**src/rtl/dtf_pkg.sv**
```systemverilog
// Types and constants of the decimal text to fixed-point converter.
`default_nettype none

package dtf_pkg;

    // Width of the mantissa and exponent magnitudes.
    localparam int MAG_W = 60;
    // Width of the signed scale sum (exponent plus narrow counter terms).
    localparam int SCALE_W = 63;
    // Width of the scaling step counter.
    localparam int SCALE_CNT_W = 5;
    // Width of the decimals register.
    localparam int DEC_W = 5;
    // Width of the result amount.
    localparam int AMOUNT_W = 61;

    // Largest magnitude that is accepted, and its tenth.
    localparam logic [MAG_W-1:0] VALUE_BOUND = 60'd999999999999999999;
    localparam logic [MAG_W-1:0] BOUND_DIV10 = 60'd99999999999999999;
    // Scale exponents must stay below this.
    localparam int MAX_SCALE = 18;

    // Character codes.
    localparam logic [7:0] CH_ZERO  = 8'h30;
    localparam logic [7:0] CH_NINE  = 8'h39;
    localparam logic [7:0] CH_MINUS = 8'h2D;
    localparam logic [7:0] CH_PLUS  = 8'h2B;
    localparam logic [7:0] CH_POINT = 8'h2E;
    localparam logic [7:0] CH_E_LO  = 8'h65;
    localparam logic [7:0] CH_E_UP  = 8'h45;

    // Grammar position within the number text.
    typedef enum logic [3:0] {
        PH_START      = 4'd0,
        PH_SIGNED     = 4'd1,
        PH_LONE_ZERO  = 4'd2,
        PH_INT        = 4'd3,
        PH_POINT      = 4'd4,
        PH_FRAC       = 4'd5,
        PH_EXP_MARK   = 4'd6,
        PH_EXP_SIGNED = 4'd7,
        PH_EXP_DIGITS = 4'd8
    } phase_t;

    // Sequencer states.
    typedef enum logic [2:0] {
        ST_IDLE = 3'd0,
        ST_MANT = 3'd1,
        ST_EXP  = 3'd2,
        ST_SUM  = 3'd3,
        ST_CHK  = 3'd4,
        ST_MUL  = 3'd5,
        ST_DONE = 3'd6
    } state_t;

    // Decoded character class.
    typedef struct packed {
        logic       dig;
        logic [3:0] digit;
        logic       zero;
        logic       minus;
        logic       plus;
        logic       point;
        logic       emark;
    } char_class_t;

endpackage

`default_nettype wire

```
**src/rtl/dtf_char_class.sv**
```systemverilog
// Character decoder: classifies one byte of the number text.
`default_nettype none

module dtf_char_class (
    input  wire logic [7:0]          char_code,
    output dtf_pkg::char_class_t     cls
);

    import dtf_pkg::*;

    logic [7:0] offset;

    // Digit value is the byte less the code of zero.
    assign offset = char_code - CH_ZERO;

    always_comb
    begin
        cls.dig   = (char_code >= CH_ZERO) && (char_code <= CH_NINE);
        cls.digit = cls.dig ? offset[3:0] : 4'd0;
        cls.zero  = (char_code == CH_ZERO);
        cls.minus = (char_code == CH_MINUS);
        cls.plus  = (char_code == CH_PLUS);
        cls.point = (char_code == CH_POINT);
        cls.emark = (char_code == CH_E_LO) || (char_code == CH_E_UP);
    end

endmodule

`default_nettype wire

```
**src/rtl/dtf_mul10.sv**
```systemverilog
// Shared arithmetic unit: multiply by ten, add a digit, and flag overflow.
`default_nettype none

module dtf_mul10 (
    input  wire logic [dtf_pkg::MAG_W-1:0] op,
    input  wire logic [3:0]                addend,
    output logic      [dtf_pkg::MAG_W-1:0] result,
    output logic                           over
);

    import dtf_pkg::*;

    logic [63:0] sum;

    // Ten times the operand as two shifted copies, plus the digit.
    assign sum = {1'b0, op, 3'b000} + {3'b000, op, 1'b0} + {60'd0, addend};

    // The step is refused when the operand exceeds a tenth of the bound.
    assign over   = (op > BOUND_DIV10);
    assign result = sum[MAG_W-1:0];

endmodule

`default_nettype wire

```
**src/rtl/decimal_text_to_fixed_point_unit.sv**
```systemverilog
// Top level of the decimal text to fixed-point converter.
//
// The input channel takes one character beat at a time (is_end, char_code);
// a beat with is_end high closes the number and produces exactly one result
// beat (ok, amount) on the output channel. Character beats produce nothing.
// The configuration channel writes the decimals register; it is always ready
// and must only be written while the block is idle.
// Steps: a nonzero mantissa digit that follows a nonzero digit makes one pass
// per deferred trailing zero plus one more through the shared multiply-by-ten
// unit, unless the bound stops it first; an exponent digit makes one pass there.
// An end beat runs through the sum, check (valid text only), scaling (scale 0 to 17
// only) and done states, one pass per decimal scaling step, before the result is
// in the output register. One shared multiply-by-ten unit serves all of these steps.
// The input is ready only while the sequencer is idle.
// A finished result waits in the output register; while the receiver stalls,
// character beats are still taken, and the next end beat holds in its final
// state until the register is free. Reset clears the parse state, empties the
// output register and sets decimals to 8; no clearing pass is needed.
`default_nettype none

module decimal_text_to_fixed_point_unit #(
    parameter int COUNTER_BITS = 16
) (
    input  wire logic                             clk,
    input  wire logic                             rst_n,
    // Character input channel.
    input  wire logic                             in_valid,
    output logic                                  in_ready,
    input  wire logic                             is_end,
    input  wire logic [7:0]                       char_code,
    // Result output channel.
    output logic                                  out_valid,
    input  wire logic                             out_ready,
    output logic                                  ok,
    output logic signed [dtf_pkg::AMOUNT_W-1:0]   amount,
    // Configuration write channel.
    input  wire logic                             cfg_valid,
    output logic                                  cfg_ready,
    input  wire logic [dtf_pkg::DEC_W-1:0]        cfg_data
);

    import dtf_pkg::*;

    localparam int NARROW_W = COUNTER_BITS + 2;

    // Sequencer and parse state.
    state_t                    state_reg, state_next;
    phase_t                    phase_reg, phase_next;
    logic [MAG_W-1:0]          mant_reg, mant_next;
    logic [MAG_W-1:0]          exp_reg, exp_next;
    logic [COUNTER_BITS-1:0]   pending_reg, pending_next;
    logic [COUNTER_BITS-1:0]   frac_reg, frac_next;
    logic                      neg_reg, neg_next;
    logic                      exp_neg_reg, exp_neg_next;
    logic                      failed_reg, failed_next;
    logic [3:0]                digit_reg, digit_next;
    logic [SCALE_W-1:0]        scale_reg, scale_next;
    logic [SCALE_CNT_W-1:0]    cnt_reg, cnt_next;
    logic                      res_ok_reg, res_ok_next;
    logic [DEC_W-1:0]          decimals_reg;

    // Output register.
    logic                      out_valid_reg;
    logic                      ok_reg;
    logic [AMOUNT_W-1:0]       amount_reg;
    logic                      out_load;

    // Shared unit connections.
    logic [MAG_W-1:0]          unit_op;
    logic [3:0]                unit_addend;
    logic [MAG_W-1:0]          unit_res;
    logic                      unit_over;

    char_class_t               cls;
    logic signed [NARROW_W-1:0] narrow_sum;
    logic [SCALE_W-1:0]        narrow_ext;
    logic [SCALE_W-1:0]        exp_ext;
    logic [SCALE_W-1:0]        scale_sum;
    logic [AMOUNT_W-1:0]       mag_ext;
    logic [AMOUNT_W-1:0]       amount_calc;
    logic                      take_mant;
    logic                      take_exp;

    dtf_char_class u_class (
        .char_code (char_code),
        .cls       (cls)
    );

    dtf_mul10 u_mul10 (
        .op     (unit_op),
        .addend (unit_addend),
        .result (unit_res),
        .over   (unit_over)
    );

    // Narrow counter terms of the scale: trailing zeros less fraction digits plus decimals.
    assign narrow_sum = $signed({2'b00, pending_reg}) - $signed({2'b00, frac_reg})
                        + $signed({{(COUNTER_BITS - 3){1'b0}}, decimals_reg});
    assign narrow_ext = {{(SCALE_W - NARROW_W){narrow_sum[NARROW_W-1]}}, narrow_sum};
    assign exp_ext    = {{(SCALE_W - MAG_W){1'b0}}, exp_reg};
    assign scale_sum  = exp_neg_reg ? (narrow_ext - exp_ext) : (narrow_ext + exp_ext);

    // Signed result from the magnitude.
    assign mag_ext     = {1'b0, mant_reg};
    assign amount_calc = !res_ok_reg ? '0 : (neg_reg ? ('0 - mag_ext) : mag_ext);

    assign in_ready  = (state_reg == ST_IDLE);
    assign cfg_ready = 1'b1;
    assign out_valid = out_valid_reg;
    assign ok        = ok_reg;
    assign amount    = $signed(amount_reg);

    // Sequencer state and parse registers.
    always_ff @(posedge clk or negedge rst_n)
    begin
        if (!rst_n)
        begin
            state_reg   <= ST_IDLE;
            phase_reg   <= PH_START;
            mant_reg    <= '0;
            exp_reg     <= '0;
            pending_reg <= '0;
            frac_reg    <= '0;
            neg_reg     <= 1'b0;
            exp_neg_reg <= 1'b0;
            failed_reg  <= 1'b0;
            res_ok_reg  <= 1'b0;
            cnt_reg     <= '0;
        end
        else
        begin
            state_reg   <= state_next;
            phase_reg   <= phase_next;
            mant_reg    <= mant_next;
            exp_reg     <= exp_next;
            pending_reg <= pending_next;
            frac_reg    <= frac_next;
            neg_reg     <= neg_next;
            exp_neg_reg <= exp_neg_next;
            failed_reg  <= failed_next;
            res_ok_reg  <= res_ok_next;
            cnt_reg     <= cnt_next;
        end
    end

    // Working registers that need no reset.
    always_ff @(posedge clk)
    begin
        digit_reg <= digit_next;
        scale_reg <= scale_next;
    end

    // Decimals register.
    always_ff @(posedge clk or negedge rst_n)
    begin
        if (!rst_n)
        begin
            decimals_reg <= DEC_W'(8);
        end
        else if (cfg_valid && cfg_ready)
        begin
            decimals_reg <= cfg_data;
        end
    end

    // Output register: valid control.
    always_ff @(posedge clk or negedge rst_n)
    begin
        if (!rst_n)
        begin
            out_valid_reg <= 1'b0;
        end
        else if (out_load)
        begin
            out_valid_reg <= 1'b1;
        end
        else if (out_ready)
        begin
            out_valid_reg <= 1'b0;
        end
    end

    // Output register: payload.
    always_ff @(posedge clk)
    begin
        if (out_load)
        begin
            ok_reg     <= res_ok_reg;
            amount_reg <= amount_calc;
        end
    end

    // Next state, parse updates and shared unit control.
    always_comb
    begin
        state_next   = state_reg;
        phase_next   = phase_reg;
        mant_next    = mant_reg;
        exp_next     = exp_reg;
        pending_next = pending_reg;
        frac_next    = frac_reg;
        neg_next     = neg_reg;
        exp_neg_next = exp_neg_reg;
        failed_next  = failed_reg;
        digit_next   = digit_reg;
        scale_next   = scale_reg;
        cnt_next     = cnt_reg;
        res_ok_next  = res_ok_reg;
        unit_op      = mant_reg;
        unit_addend  = 4'd0;
        out_load     = 1'b0;
        take_mant    = 1'b0;
        take_exp     = 1'b0;

        case (state_reg)
            ST_IDLE:
            begin
                if (in_valid)
                begin
                    if (is_end)
                    begin
                        state_next = ST_SUM;
                    end
                    else if (!failed_reg)
                    begin
                        // Grammar step for one character.
                        case (phase_reg)
                            PH_START, PH_SIGNED:
                            begin
                                if ((phase_reg == PH_START) && cls.minus)
                                begin
                                    neg_next   = 1'b1;
                                    phase_next = PH_SIGNED;
                                end
                                else if (cls.zero)
                                begin
                                    phase_next = PH_LONE_ZERO;
                                end
                                else if (cls.dig)
                                begin
                                    take_mant  = 1'b1;
                                    phase_next = PH_INT;
                                end
                                else
                                begin
                                    failed_next = 1'b1;
                                end
                            end
                            PH_LONE_ZERO, PH_INT:
                            begin
                                if (cls.dig && (phase_reg == PH_INT))
                                begin
                                    take_mant = 1'b1;
                                end
                                else if (cls.point)
                                begin
                                    phase_next = PH_POINT;
                                end
                                else if (cls.emark)
                                begin
                                    phase_next = PH_EXP_MARK;
                                end
                                else
                                begin
                                    failed_next = 1'b1;
                                end
                            end
                            PH_POINT, PH_FRAC:
                            begin
                                if (cls.dig)
                                begin
                                    take_mant  = 1'b1;
                                    phase_next = PH_FRAC;
                                    if (&frac_reg)
                                    begin
                                        failed_next = 1'b1;
                                    end
                                    else
                                    begin
                                        frac_next = frac_reg + COUNTER_BITS'(1);
                                    end
                                end
                                else if (cls.emark && (phase_reg == PH_FRAC))
                                begin
                                    phase_next = PH_EXP_MARK;
                                end
                                else
                                begin
                                    failed_next = 1'b1;
                                end
                            end
                            PH_EXP_MARK:
                            begin
                                if (cls.plus)
                                begin
                                    phase_next = PH_EXP_SIGNED;
                                end
                                else if (cls.minus)
                                begin
                                    exp_neg_next = 1'b1;
                                    phase_next   = PH_EXP_SIGNED;
                                end
                                else if (cls.dig)
                                begin
                                    take_exp = 1'b1;
                                end
                                else
                                begin
                                    failed_next = 1'b1;
                                end
                            end
                            PH_EXP_SIGNED, PH_EXP_DIGITS:
                            begin
                                if (cls.dig)
                                begin
                                    take_exp = 1'b1;
                                end
                                else
                                begin
                                    failed_next = 1'b1;
                                end
                            end
                            default:
                            begin
                                failed_next = 1'b1;
                            end
                        endcase

                        // Mantissa zeros wait; a first nonzero loads, others use the unit.
                        if (take_mant)
                        begin
                            if (cls.digit == 4'd0)
                            begin
                                if (&pending_reg)
                                begin
                                    failed_next = 1'b1;
                                end
                                else
                                begin
                                    pending_next = pending_reg + COUNTER_BITS'(1);
                                end
                            end
                            else if (mant_reg == '0)
                            begin
                                mant_next    = MAG_W'(cls.digit);
                                pending_next = '0;
                            end
                            else
                            begin
                                digit_next = cls.digit;
                                state_next = ST_MANT;
                            end
                        end

                        // Exponent digit takes one pass through the unit.
                        if (take_exp)
                        begin
                            digit_next = cls.digit;
                            state_next = ST_EXP;
                        end
                    end
                end
            end
            ST_MANT:
            begin
                // One multiply by ten per deferred zero, then one more that adds the digit.
                unit_op     = mant_reg;
                unit_addend = (pending_reg == '0) ? digit_reg : 4'd0;
                if (unit_over)
                begin
                    failed_next = 1'b1;
                    state_next  = ST_IDLE;
                end
                else
                begin
                    mant_next = unit_res;
                    if (pending_reg == '0)
                    begin
                        state_next = ST_IDLE;
                    end
                    else
                    begin
                        pending_next = pending_reg - COUNTER_BITS'(1);
                    end
                end
            end
            ST_EXP:
            begin
                unit_op     = exp_reg;
                unit_addend = digit_reg;
                if (unit_over)
                begin
                    failed_next = 1'b1;
                end
                else
                begin
                    exp_next   = unit_res;
                    phase_next = PH_EXP_DIGITS;
                end
                state_next = ST_IDLE;
            end
            ST_SUM:
            begin
                // The text must be complete and free of errors.
                if (failed_reg ||
                    !(phase_reg inside {PH_INT, PH_LONE_ZERO, PH_FRAC, PH_EXP_DIGITS}))
                begin
                    res_ok_next = 1'b0;
                    state_next  = ST_DONE;
                end
                else
                begin
                    res_ok_next = 1'b1;
                    scale_next  = scale_sum;
                    state_next  = ST_CHK;
                end
            end
            ST_CHK:
            begin
                // Scale must lie in zero to seventeen.
                if (scale_reg[SCALE_W-1] || (scale_reg >= SCALE_W'(MAX_SCALE)))
                begin
                    res_ok_next = 1'b0;
                    state_next  = ST_DONE;
                end
                else
                begin
                    cnt_next   = scale_reg[SCALE_CNT_W-1:0];
                    state_next = ST_MUL;
                end
            end
            ST_MUL:
            begin
                // Scale the mantissa one decade per cycle.
                unit_op = mant_reg;
                if (cnt_reg == '0)
                begin
                    if (mant_reg > VALUE_BOUND)
                    begin
                        res_ok_next = 1'b0;
                    end
                    state_next = ST_DONE;
                end
                else if (unit_over)
                begin
                    res_ok_next = 1'b0;
                    state_next  = ST_DONE;
                end
                else
                begin
                    mant_next = unit_res;
                    cnt_next  = cnt_reg - SCALE_CNT_W'(1);
                end
            end
            ST_DONE:
            begin
                // Hand the result over once the output register is free.
                if (!out_valid_reg || out_ready)
                begin
                    out_load     = 1'b1;
                    phase_next   = PH_START;
                    mant_next    = '0;
                    exp_next     = '0;
                    pending_next = '0;
                    frac_next    = '0;
                    neg_next     = 1'b0;
                    exp_neg_next = 1'b0;
                    failed_next  = 1'b0;
                    state_next   = ST_IDLE;
                end
            end
            default:
            begin
                state_next = ST_IDLE;
            end
        endcase
    end

endmodule

`default_nettype wire

```
**config.mk**
```make
export PLATFORM = sky130hd
export DESIGN_NAME = decimal_text_to_fixed_point_unit
export DESIGN_NICKNAME = d
export VERILOG_FILES = /design/src/rtl/dtf_pkg.sv /design/src/rtl/dtf_char_class.sv /design/src/rtl/dtf_mul10.sv /design/src/rtl/decimal_text_to_fixed_point_unit.sv
export SDC_FILE = /design/constraint.sdc
export NUM_CORES = 1
export LEC_CHECK = 0
export BUFFER_PORTS_ARGS = -buffer_cell sky130_fd_sc_hd__buf_2
export CAP_MARGIN = 20
export CORE_ASPECT_RATIO = 1.5
export CORE_MARGIN = 2
export CORE_UTILIZATION = 69
export DETAILED_ROUTE_END_ITERATION = 10
export PLACE_DENSITY_LB_ADDON = 0.3
export SYNTH_ARGS = -nofsm -noshare
export SYNTH_HDL_FRONTEND = slang
export SYNTH_SLANG_ARGS = --single-unit
```
**constraint.sdc**
```tcl
create_clock -name clk -period 10.5 [get_ports clk]
set_clock_uncertainty 0.05 [all_clocks]
set_input_delay 3.15 -clock clk [delete_from_list [all_inputs] [get_ports clk]]
set_output_delay 3.15 -clock clk [all_outputs]
set_load 0.05 [all_outputs]
```
# == After elaboration in Yosys (flattened, before gate mapping) ==
# Index checks and enable logic that the tools add are counted.
# totals
regBits,303
latch_bits,0
mem_bits_rw,0
mem_bits_ro,0
inputBits,19
elab_cells,282
memories,0
# classes
addsub,12
multipliers,0
n_div,0
n_lt_le_gt_ge,5
eq_ne,60
shift,0
n_mux,136
bitwise_logic,3
n_reduce_logical,48
# ops
cell,n
two-way mux 60 bit,12
two-way mux 16 bit,16
case mux 60 bit (4 select lines),1
case mux 60 bit (2 select lines),1
two-way mux 4 bit,21
>= comparator 63 x 5 -> 1 bit (second input constant),1
two-way mux 63 bit,1
adder 18 x 61 -> 62 bit,1
subtractor 18 x 61 -> 62 bit,1
subtractor 1 x 60 -> 61 bit (first input constant),1
adder 60 x 4 -> 60 bit,1
adder 60 bit,1
> comparator 60 x 57 -> 1 bit (second input constant),1
> comparator 60 bit (second input constant),1
zero test 60 bit,1
two-way mux 1 bit,53
case mux 16 bit (3 select lines),1
two-way mux 3 bit,12
adder 16 x 1 -> 16 bit (second input constant),2
== test 8 x 6 -> 1 bit (second input constant),4
case mux 16 bit (2 select lines),1
AND reduction 16 bit,2
inequality test 2 bit (second input constant),14
AND reduction 8 bit,3
other kinds (54),111

# == Depth between registers and ports, before layout ==
# Gate-level depths: netlist (run 1).
# depth
word_depth,16
ltp_mapped,32

# == Hierarchy ==
# From an unflattened synthesis (run 1), not the netlist that was laid out.
# unflattened
hier_cells,2922
area_unflattened_um2,25393.1
# by_module_without_submodules
module,instances,cells_each,area_each_um2,seq_area_each_um2
decimal_text_to_fixed_point_unit,1,2316,20971.4,8199.1
dtf_mul10,1,586,4266.6,0.0
dtf_char_class,1,20,155.1,0.0

# == Worst setup path before layout (run 1) ==
# OpenSTA, ideal clock, no wires.
# synth_path
path_kind,reg2reg
from,register pending_reg[0]
to,register scale_reg[59] (data pin)
arrival_time_ps,6784
required_time_ps,10182
slack_ps,3397
stages_incl_launch_ff,31
n_path_buf,5
period_less_slack_ps,7103
path_cell_list,dfrtp_1 inv_1 ha_1 fa_1 nand2b_1 nand2b_1 a21oi_1 xnor2_1 ha_1 a21oi_1 nor3_1 nand4b_2 or3_4 o21ai_4 inv_2 buf_2 buf_2 buf_4 clkbuf_1 buf_1 ha_1 a21oi_1 nor2_1 or3_1 and2_1 or4_4 a31oi_2 o31ai_2 o31ai_1 o211ai_1 xnor2_1
# synth_between
elab_chain_cells,4
elab_cells_between_ends,5
classes_between,4 x add/sub; 1 x mux
# synth_rtl
element,line_no,rtl
"start, declared",decimal_text_to_fixed_point_unit.sv:51,"logic [COUNTER_BITS-1:0] pending_reg, pending_next;"
"start signal, assigned",decimal_text_to_fixed_point_unit.sv:136,pending_reg <= pending_next;
subtractor 16 x 16 -> 17 bit *,decimal_text_to_fixed_point_unit.sv:97,"assign narrow_sum = $signed({2'b00, pending_reg}) - $signed({2'b00, frac_reg})"
adder 17 x 6 -> 18 bit *,decimal_text_to_fixed_point_unit.sv:98,"+ $signed({{(COUNTER_BITS - 3){1'b0}}, decimals_reg});"
adder 18 x 61 -> 62 bit or subtractor 18 x 61 -> 62 bit (tied branches),decimal_text_to_fixed_point_unit.sv:101,assign scale_sum = exp_neg_reg ? (narrow_ext - exp_ext) : (narrow_ext + exp_ext);
two-way mux 63 bit *,decimal_text_to_fixed_point_unit.sv:101,
via scale_sum[59],decimal_text_to_fixed_point_unit.sv:78,logic [SCALE_W-1:0] scale_sum;
"end signal, assigned",decimal_text_to_fixed_point_unit.sv:150,scale_reg <= scale_next;
"end, declared",decimal_text_to_fixed_point_unit.sv:57,"logic [SCALE_W-1:0] scale_reg, scale_next;"
# The timed path passes the listed nets; every way through them passes the cells marked *.
# A chain may end at the register's enable or synchronous reset.

# == Final worst setup path (run 1) ==
# layout_path
from,register pending_reg[4]
to,register exp_reg[59]
# layout_between
elab_chain_cells,6
# layout_rtl
element,line_no,rtl
zero test 16 bit,decimal_text_to_fixed_point_unit.sv:368,unit_addend = (pending_reg == '0) ? digit_reg : 4'd0;
two-way mux 4 bit,decimal_text_to_fixed_point_unit.sv:368,
case mux 4 bit (2 select lines),decimal_text_to_fixed_point_unit.sv:215,case (state_reg)
adder 60 x 4 -> 60 bit,dtf_mul10.sv:16,"assign sum = {1'b0, op, 3'b000} + {3'b000, op, 1'b0} + {60'd0, addend};"
two-way mux 60 bit,decimal_text_to_fixed_point_unit.sv:391,if (unit_over)
case mux 60 bit (2 select lines),decimal_text_to_fixed_point_unit.sv:215,
"end signal, assigned",decimal_text_to_fixed_point_unit.sv:135,exp_reg <= exp_next;
"end, declared",decimal_text_to_fixed_point_unit.sv:50,"logic [MAG_W-1:0] exp_reg, exp_next;"
# Every way passes these cells. The select of a mux whose other input is x is not followed.

==> impl_metrics.sql, run 1 <==
INSERT INTO impl_metrics (metric_group, metric, value, unit) VALUES
('final_layout', 'drive_above_1_share', '0.0851', ''),
('final_layout', 'largest_register_ffs', '62', ''),
('final_layout', 'multiInputGateArea', '16200', 'sq um'),
('final_layout', 'syn_to_final_growth', '6.37', '%'),
('synthesis', 'synth_nets', '3191', ''),
('synthesis', 'synth_top_area_cell', 'sky130_fd_sc_hd__dfrtp_1', ''),
('routing', 'top_signal_layer_used', 'met4', ''),
('clock_tree', 'clock_tree_from_tritoncts', 'built', ''),
('run_status', 'run_status', 'finished clean', ''),
('sta', 'final-max-slew-violation-count', '0', ''),
('sta', 'report.final.setup_viol', '0', ''),
('setup_path', 'worst_ep_required_time', '10.95', 'ns'),
('routing', 'detail_route.iter0.violations', '2071', ''),
('sta', 'setup_tns', '0', 'ns'),
('grt', 'grt_antenna_before_repair', '0', ''),
('routing', 'route.detailed.drc', '0', ''),
('clock_tree', 'cts_buffer_count', '30', ''),
('synthesis', 'yosysWarningCount', '0', ''),
('grt', 'grt_start_max_net_pins', '118', ''),
('final_layout', 'layout_common_cells', 'sky130_fd_sc_hd__nand2_1 (333), sky130_fd_sc_hd__xnor2_1 (227), sky130_fd_sc_hd__o21ai_0 (208), sky130_fd_sc_hd__nor2_1 (196), sky130_fd_sc_hd__a21oi_1 (184)', ''),
('routing', 'antenna_violating_nets_post_route', '0', ''),
('floorplanning', 'floorplan.initialDensity', '0.697', ''),
('routing', 'num_vias', '23500', ''),
('synthesis', 'syn_area_per_cell', '8.53', 'sq um'),
('setup_path', 'timing_worst_setup_path_type', 'reg2reg', ''),
('final_layout', 'sequential_cell_area', '8200', 'sq um'),
('setup_path', 'critical_path.startpoint_type', 'register', ''),
('routing', 'wl_per_cell', '22.1', 'um'),
('synthesis', 'synth_enable_flop_cells', '128', ''),
('clock_tree', 'numClockSinks', '302', ''),
('final_layout', 'fillerInstances', '2758', ''),
('floorplanning', 'top_level_ports', '84', ''),
('grt', 'wire_length_of_the_first_global_routing_pass', '119000', 'um'),
('synthesis', 'synthFlopType', 'sky130_fd_sc_hd__dfrtp_1', ''),
('clock_tree', 'post-cts-setup-buffer-count', '0', ''),
('floorplanning', 'die_width', '161', 'um'),
('final_layout', 'finalNetCount', '3165', ''),
('clock_tree', 'cts-resized-gates', '0', ''),
('clock_tree', 'cts_max_path_buffers', '3', ''),
('final_layout', 'most_common_cell_after_layout_fill_and_taps_aside', 'sky130_fd_sc_hd__nand2_1', ''),
('sta', 'post_route_fraction_of_the_period_consumed_by_the_critical_path', '0.737', ''),
('floorplanning', 'std_cell_rows', '86', ''),
('sta', 'worst_pin_slew', '1.14', 'ns'),
('routing', 'met3RoutedLength', '4040', 'um'),
('synthesis', 'syn-cell-area', '25500', 'sq um'),
('grt', 'groute.usage.overall', '0.391', ''),
('synthesis', 'post_synth_inst_count', '2987', ''),
('synthesis', 'ys_seq_area_frac', '0.322', ''),
('routing', 'first_pass_iters', '9', ''),
('floorplanning', 'fp.dieArea', '38500', 'sq um'),
('floorplanning', 'design.core.area', '36600', 'sq um'),
('synthesis', 'asr_flop_ratio_synth', '0.576', ''),
('routing', 'route.detailed.vias_per_inst', '6.76', ''),
('synthesis', 'post-synth-top-area-fraction', '0.170', ''),
('routing', 'wl_met2', '39500', 'um'),
('worst_hold_path', 'holdCritPathClass', 'reg2reg', ''),
('routing', 'detail_route.wirelength.met1', '24700', 'um'),
('grt', 'grt.overflow.total', '0', ''),
('clock_tree', 'clk_pin_slew', '0.07', 'ns'),
('sta', 'finalCriticalPeriod', '7.74', 'ns'),
('setup_path', 'critical_path.endpoint_type', 'register', ''),
('sta', 'max_freq', '129', 'MHz'),
('clock_tree', 'h_tree_depth_reported_by_cts', '1', ''),
('routing', 'drt-total-wl', '76600', 'um'),
('synthesis', 'synth-seq-cells', '302', ''),
('place', 'hpwl', '57400', 'um'),
('setup_path', 'critical_path_peak_fanout', '9', ''),
('sta', 'hold_viol', '0', ''),
('clock_tree', 'cts_hold_repair.buffers', '0', ''),
('sta', 'unrepaired_setup_endpoints_after_global_routing', 'false', ''),
('synthesis', 'yosys.cell_types.count', '111', '');
[critical path, cell delays in order, from the launching register on]
cell and delay, ns:
sky130_fd_sc_hd__dfrtp_1 0.47, sky130_fd_sc_hd__or3_1 0.47, sky130_fd_sc_hd__or3_1 0.36, sky130_fd_sc_hd__nor3_1 0.36
sky130_fd_sc_hd__nand4_1 0.31, sky130_fd_sc_hd__o21ai_0 0.52, sky130_fd_sc_hd__nand2_1 0.16, sky130_fd_sc_hd__fa_1 0.62
sky130_fd_sc_hd__inv_1 0.07, sky130_fd_sc_hd__ha_1 0.28, sky130_fd_sc_hd__a21o_1 0.11, sky130_fd_sc_hd__a21oi_1 0.08
sky130_fd_sc_hd__o21ai_0 0.23, sky130_fd_sc_hd__o21ai_0 0.19, sky130_fd_sc_hd__o311ai_0 0.81, sky130_fd_sc_hd__o2111ai_1 0.25
sky130_fd_sc_hd__a2111oi_0 0.81, sky130_fd_sc_hd__o31ai_1 0.27, sky130_fd_sc_hd__nor3_1 0.26, sky130_fd_sc_hd__and3b_1 0.21
sky130_fd_sc_hd__nor2_1 0.16, sky130_fd_sc_hd__a21o_1 0.14, sky130_fd_sc_hd__a21oi_1 0.07, sky130_fd_sc_hd__xnor2_1 0.14
sky130_fd_sc_hd__a32o_1 0.26
[cell families (layout without fill, tap and decap cells)]
logic type                 Yosys count  after routing  synth area share
DFF                                302            302             0.322
buffers and inverters              257            254            0.0427
AOI/OAI and AO/OA                  810            810             0.207
xor gates and xnor gates           297            297             0.104
adders and majority gates          185            185            0.0923
other                                1              1          0.000147
muxes                               43             43            0.0184
and+or+nand+nor                   1092           1092             0.214
[layout make-up]
| cell class | instances | share of cell area |
|---|---|---|
| well taps | 484 | 0.0223 |
| inverters | 95 | 0.0132 |
| clock buffers | 33 | 0.0292 |
| clock inverters | 22 | 0.0119 |
| multi-input cells | 2428 | 0.599 |
| flip-flops and latches | 302 | 0.303 |
| repair buffers | 104 | 0.0222 |
[per-stage QoR]
stage	hold WS (ns)	cells	util	cell area (sq um)	setup WS, ns
4_1_cts	0.440	3467	0.740	27100	2.89
6_report	0.433	3468	0.741	27100	2.76
3_3_place_gp	0.420	3412	0.710	26000	3.08
5_1_grt	0.483	3468	0.741	27100	2.09
2_1_floorplan	0.373	2987	-	25500	3.40
3_5_place_dp	0.425	3412	0.710	26000	2.93
[per-layer routing]
layer | vias up | global-route usage
met1 | 11200 | 0.377
met5 | - | 0
met4 | 0 | 0.363
li1 | 10800 | -
met3 | 427 | 0.0473
met2 | 1051 | 0.720
[worst paths after layout]
kind                                startpoint          end  slack, ns  cells past startpoint
worst max-delay path            pending_reg[4]  exp_reg[59]       2.76                     24
worst min-delay path              scale_reg[0]   cnt_reg[0]       0.43                      2
worst max register to register  pending_reg[4]  exp_reg[59]       2.76                     24
worst min register to register    scale_reg[0]   cnt_reg[0]       0.43                      2
max in group asynchronous                rst_n   exp_reg[6]       6.88                      2
min in group asynchronous                rst_n  exp_reg[52]       2.34                      1
[synth_stat cells (all sizes together), types with 67 or more instances]
master  count
dfrtp     173
nor2      197
o21ai     231
ha        180
and2       87
xor2       67
nor3       82
clkbuf    105
nand2     335
a21o       73
nand3     118
inv        92
xnor2     230
a21oi     187
o31ai      80
edfxtp    128
Power of run 1 is left out: the tool's default activity adds up to more than one toggle a clock period on the data nets, which glitch-free logic cannot reach.
==> inputs of run 2 (changes only) <==
CORE_UTILIZATION = 58   (was 69)
clock period = 6.8 ns   (was 10.5 ns; I/O delays follow)
==> run 2 against run 1 <==
Die area up 19%. Sequential share of layout area down 0.53 points. Critical path depth up 4. Setup slack worse by 2.4 ns. Register-to-register slack worse by 2.4 ns. Flip-flop and latch count unchanged. Global-route usage down 6.2 points. Non-clock buffer count up 40. Final cell count up 4.0%. Design area up 1.8%. Critical endpoint is now scale_reg[60]. Largest cell class unchanged.
==> impl_metrics.sql, run 2 (same netlist as run 1, synthesis figures left out) <==
INSERT INTO impl_metrics (metric_group, metric, value, unit) VALUES
('floorplanning', 'fp.dieArea', '45700', 'sq um'),
('grt', 'grt_start_max_net_pins', '92', ''),
('floorplanning', 'die_width', '175', 'um'),
('clock_tree', 'cts_buffer_count', '34', ''),
('setup_path', 'worst_ep_arrival_time', '6.82', 'ns'),
('clock_tree', 'clk_latency', '0.56', 'ns'),
('final_layout', 'most_common_cell_after_layout_fill_and_taps_aside', 'sky130_fd_sc_hd__nand2_1', ''),
('run_status', 'run_status', 'finished clean', ''),
('place', 'routabilityCongestion', '0.970', ''),
('run', 'max-cap-violations', '0', ''),
('routing', 'route.detailed.vias_per_inst', '6.33', ''),
('worst_hold_path', 'holdCritPathClass', 'reg2reg', ''),
('setup_path', 'path_common_cell', 'sky130_fd_sc_hd__ha_1', ''),
('setup_path', 'worst_ep_required_time', '7.14', 'ns'),
('final_layout', 'layout_common_cells', 'sky130_fd_sc_hd__nand2_1 (333), sky130_fd_sc_hd__xnor2_1 (227), sky130_fd_sc_hd__o21ai_0 (204), sky130_fd_sc_hd__nor2_1 (196), sky130_fd_sc_hd__a21oi_1 (181)', ''),
('floorplanning', 'floorplan.initialDensity', '0.584', ''),
('sta', 'post_route_fraction_of_the_period_consumed_by_the_critical_path', '0.952', ''),
('sta', 'report.final.setup_viol', '0', ''),
('setup_path', 'timing.critical_path.from', 'pending_reg[0]', ''),
('grt', 'grt.overflow.total', '0', ''),
('final_layout', 'syn_to_final_growth', '8.33', '%'),
('floorplanning', 'std_cell_rows', '94', ''),
('setup_path', 'worstReg2RegEnd', 'scale_reg[60]', ''),
('sta', 'hold_viol', '0', ''),
('floorplanning', 'top_level_ports', '84', ''),
('sta', 'finalCriticalPeriod', '6.48', 'ns'),
('sta', 'max_freq', '154', 'MHz'),
('grt', 'groute.usage.overall', '0.329', ''),
('place', 'placement.io_buffers', '82', ''),
('place', 'hpwl', '59000', 'um'),
('setup_path', 'critPathCapture', 'scale_reg[60]', ''),
('routing', 'num_vias', '22800', ''),
('grt', 'wire_length_of_the_first_global_routing_pass', '118000', 'um'),
('sta', 'setup_tns', '0', 'ns'),
('routing', 'antenna_violating_nets_post_route', '0', ''),
('floorplanning', 'design.core.area', '43600', 'sq um'),
('final_layout', 'largest_register_ffs', '62', ''),
('sta', 'worst_pin_slew', '1.12', 'ns'),
('clock_tree', 'numClockSinks', '302', ''),
('sta', 'final-max-slew-violation-count', '0', ''),
('routing', 'route.detailed.drc', '0', ''),
('final_layout', 'final_core_utilization', '0.633', ''),
('setup_path', 'r2r_slack', '0.32', 'ns'),
('routing', 'detail_route.iter0.violations', '1444', ''),
('final_layout', 'drive_above_1_share', '0.101', ''),
('clock_tree', 'clock_tree_from_tritoncts', 'built', ''),
('setup_path', 'critical_path_peak_fanout', '8', ''),
('final_layout', 'finalNetCount', '3209', ''),
('grt', 'grt_antenna_before_repair', '2', ''),
('final_layout', 'antenna_cells_inserted', '0', ''),
('sta', 'worst_hold_slack', '0.475', 'ns'),
('clock_tree', 'ctsRootBufferMaster', 'sky130_fd_sc_hd__clkbuf_16', ''),
('final_layout', 'layoutNonFillerInstCount', '3607', ''),
('setup_path', 'critical_path.endpoint_type', 'register', ''),
('setup_path', 'ff_to_ff_path_depth', '28', ''),
('clock_tree', 'cts_max_path_buffers', '3', ''),
('routing', 'drt-total-wl', '76500', 'um'),
('setup_path', 'critPathMaxStageDelay', '0.41', 'ns'),
('place', 'cell_count_post_placement', '3538', ''),
('setup_path', 'critical_path.startpoint_type', 'register', ''),
('setup_path', 'r2r-start', 'pending_reg[0]', ''),
('routing', 'wl_per_cell', '21.2', 'um'),
('setup_path', 'timing_worst_setup_path_type', 'reg2reg', ''),
('grt', 'first_global_vias', '22700', ''),
('clock_tree', 'clk_pin_slew', '0.07', 'ns'),
('sta', 'slew_headroom', '0.255', ''),
('routing', 'first_pass_iters', '7', ''),
('clock_tree', 'h_tree_depth_reported_by_cts', '2', ''),
('floorplanning', 'dieHeight', '261', 'um'),
('setup_path', 'slowest_stage', 'sky130_fd_sc_hd__dfrtp_2', '');
==> run 2: changes by cell type in the layout (fill, tap and decap cells not counted), moves of 3 or more <==
cell / delta
sky130_fd_sc_hd__buf_4: +35
sky130_fd_sc_hd__clkbuf_1: +6
sky130_fd_sc_hd__bufinv_16: -5
sky130_fd_sc_hd__clkbuf_16: +5
sky130_fd_sc_hd__buf_12: +4
sky130_fd_sc_hd__clkinv_1: +4
sky130_fd_sc_hd__o21ai_0: -4
sky130_fd_sc_hd__a21oi_1: -3
sky130_fd_sc_hd__a21oi_2: +3
sky130_fd_sc_hd__dfrtp_1: -3
sky130_fd_sc_hd__dfrtp_2: +3
==> run 2: per-layer routing <==
| metal | up-vias | track usage | part of all wire |
|---|---|---|---|
| met5 | - | 0 | 0 |
| met2 | 685 | 0.625 | 0.53 |
| met1 | 10900 | 0.320 | 0.34 |
| met3 | 336 | 0.0328 | 0.033 |
| met4 | 0 | 0.269 | 0.092 |
| li1 | 10900 | - | - |
==> run 2: timing repair <==
item	4_1_cts	5_1_grt
resized for setup	0	19
endpoints found under the setup margin	0	30
hold buffers	0	0
setup buffers	0	6
==> run 2: worst min-delay path by stage <==
stage	start	endpoint	slack, ns	cells past startpoint
3_3_place_gp	scale_reg[0]	cnt_reg[0]	0.42	2
6_report	scale_reg[0]	cnt_reg[0]	0.47	2
4_1_cts	scale_reg[0]	cnt_reg[0]	0.47	2
3_5_place_dp	scale_reg[0]	cnt_reg[0]	0.46	2
5_1_grt	scale_reg[0]	cnt_reg[0]	0.51	2
2_1_floorplan	res_ok_reg	ok	0.37	0
==> run 2: area by class of cell <==
| type | count | area (sq um) |
|---|---|---|
| inverters | 95 | 358 |
| clock buffers | 42 | 912 |
| repair buffers | 144 | 927 |
| clock inverters | 20 | 199 |
| flip-flops and latches | 302 | 8200 |
| multi-input cells | 2428 | 16300 |
| fillers | 3780 | 16000 |
| well taps | 576 | 721 |
==> run 2: worst max-delay path: cells and delay by family (launching register included) <==
family / cells / cell delay, ns
fa+ha+maj: 4 / 1.24
simple gates: 9 / 1.65
xor+xnor: 2 / 0.26
flops: 1 / 0.41
compound gates: 11 / 2.46
buf+inv: 2 / 0.22
==> run 2: per-stage QoR <==
stage,setup WS (ns),cell area [sq um]
detailed placement,0.0466,26400
finish,0.324,27600
global placement,0.252,26400
global route,-0.0361,27600
CTS,0.0184,27500
floorplan,0.0491,25500
Power of run 2 is left out for the same reason.
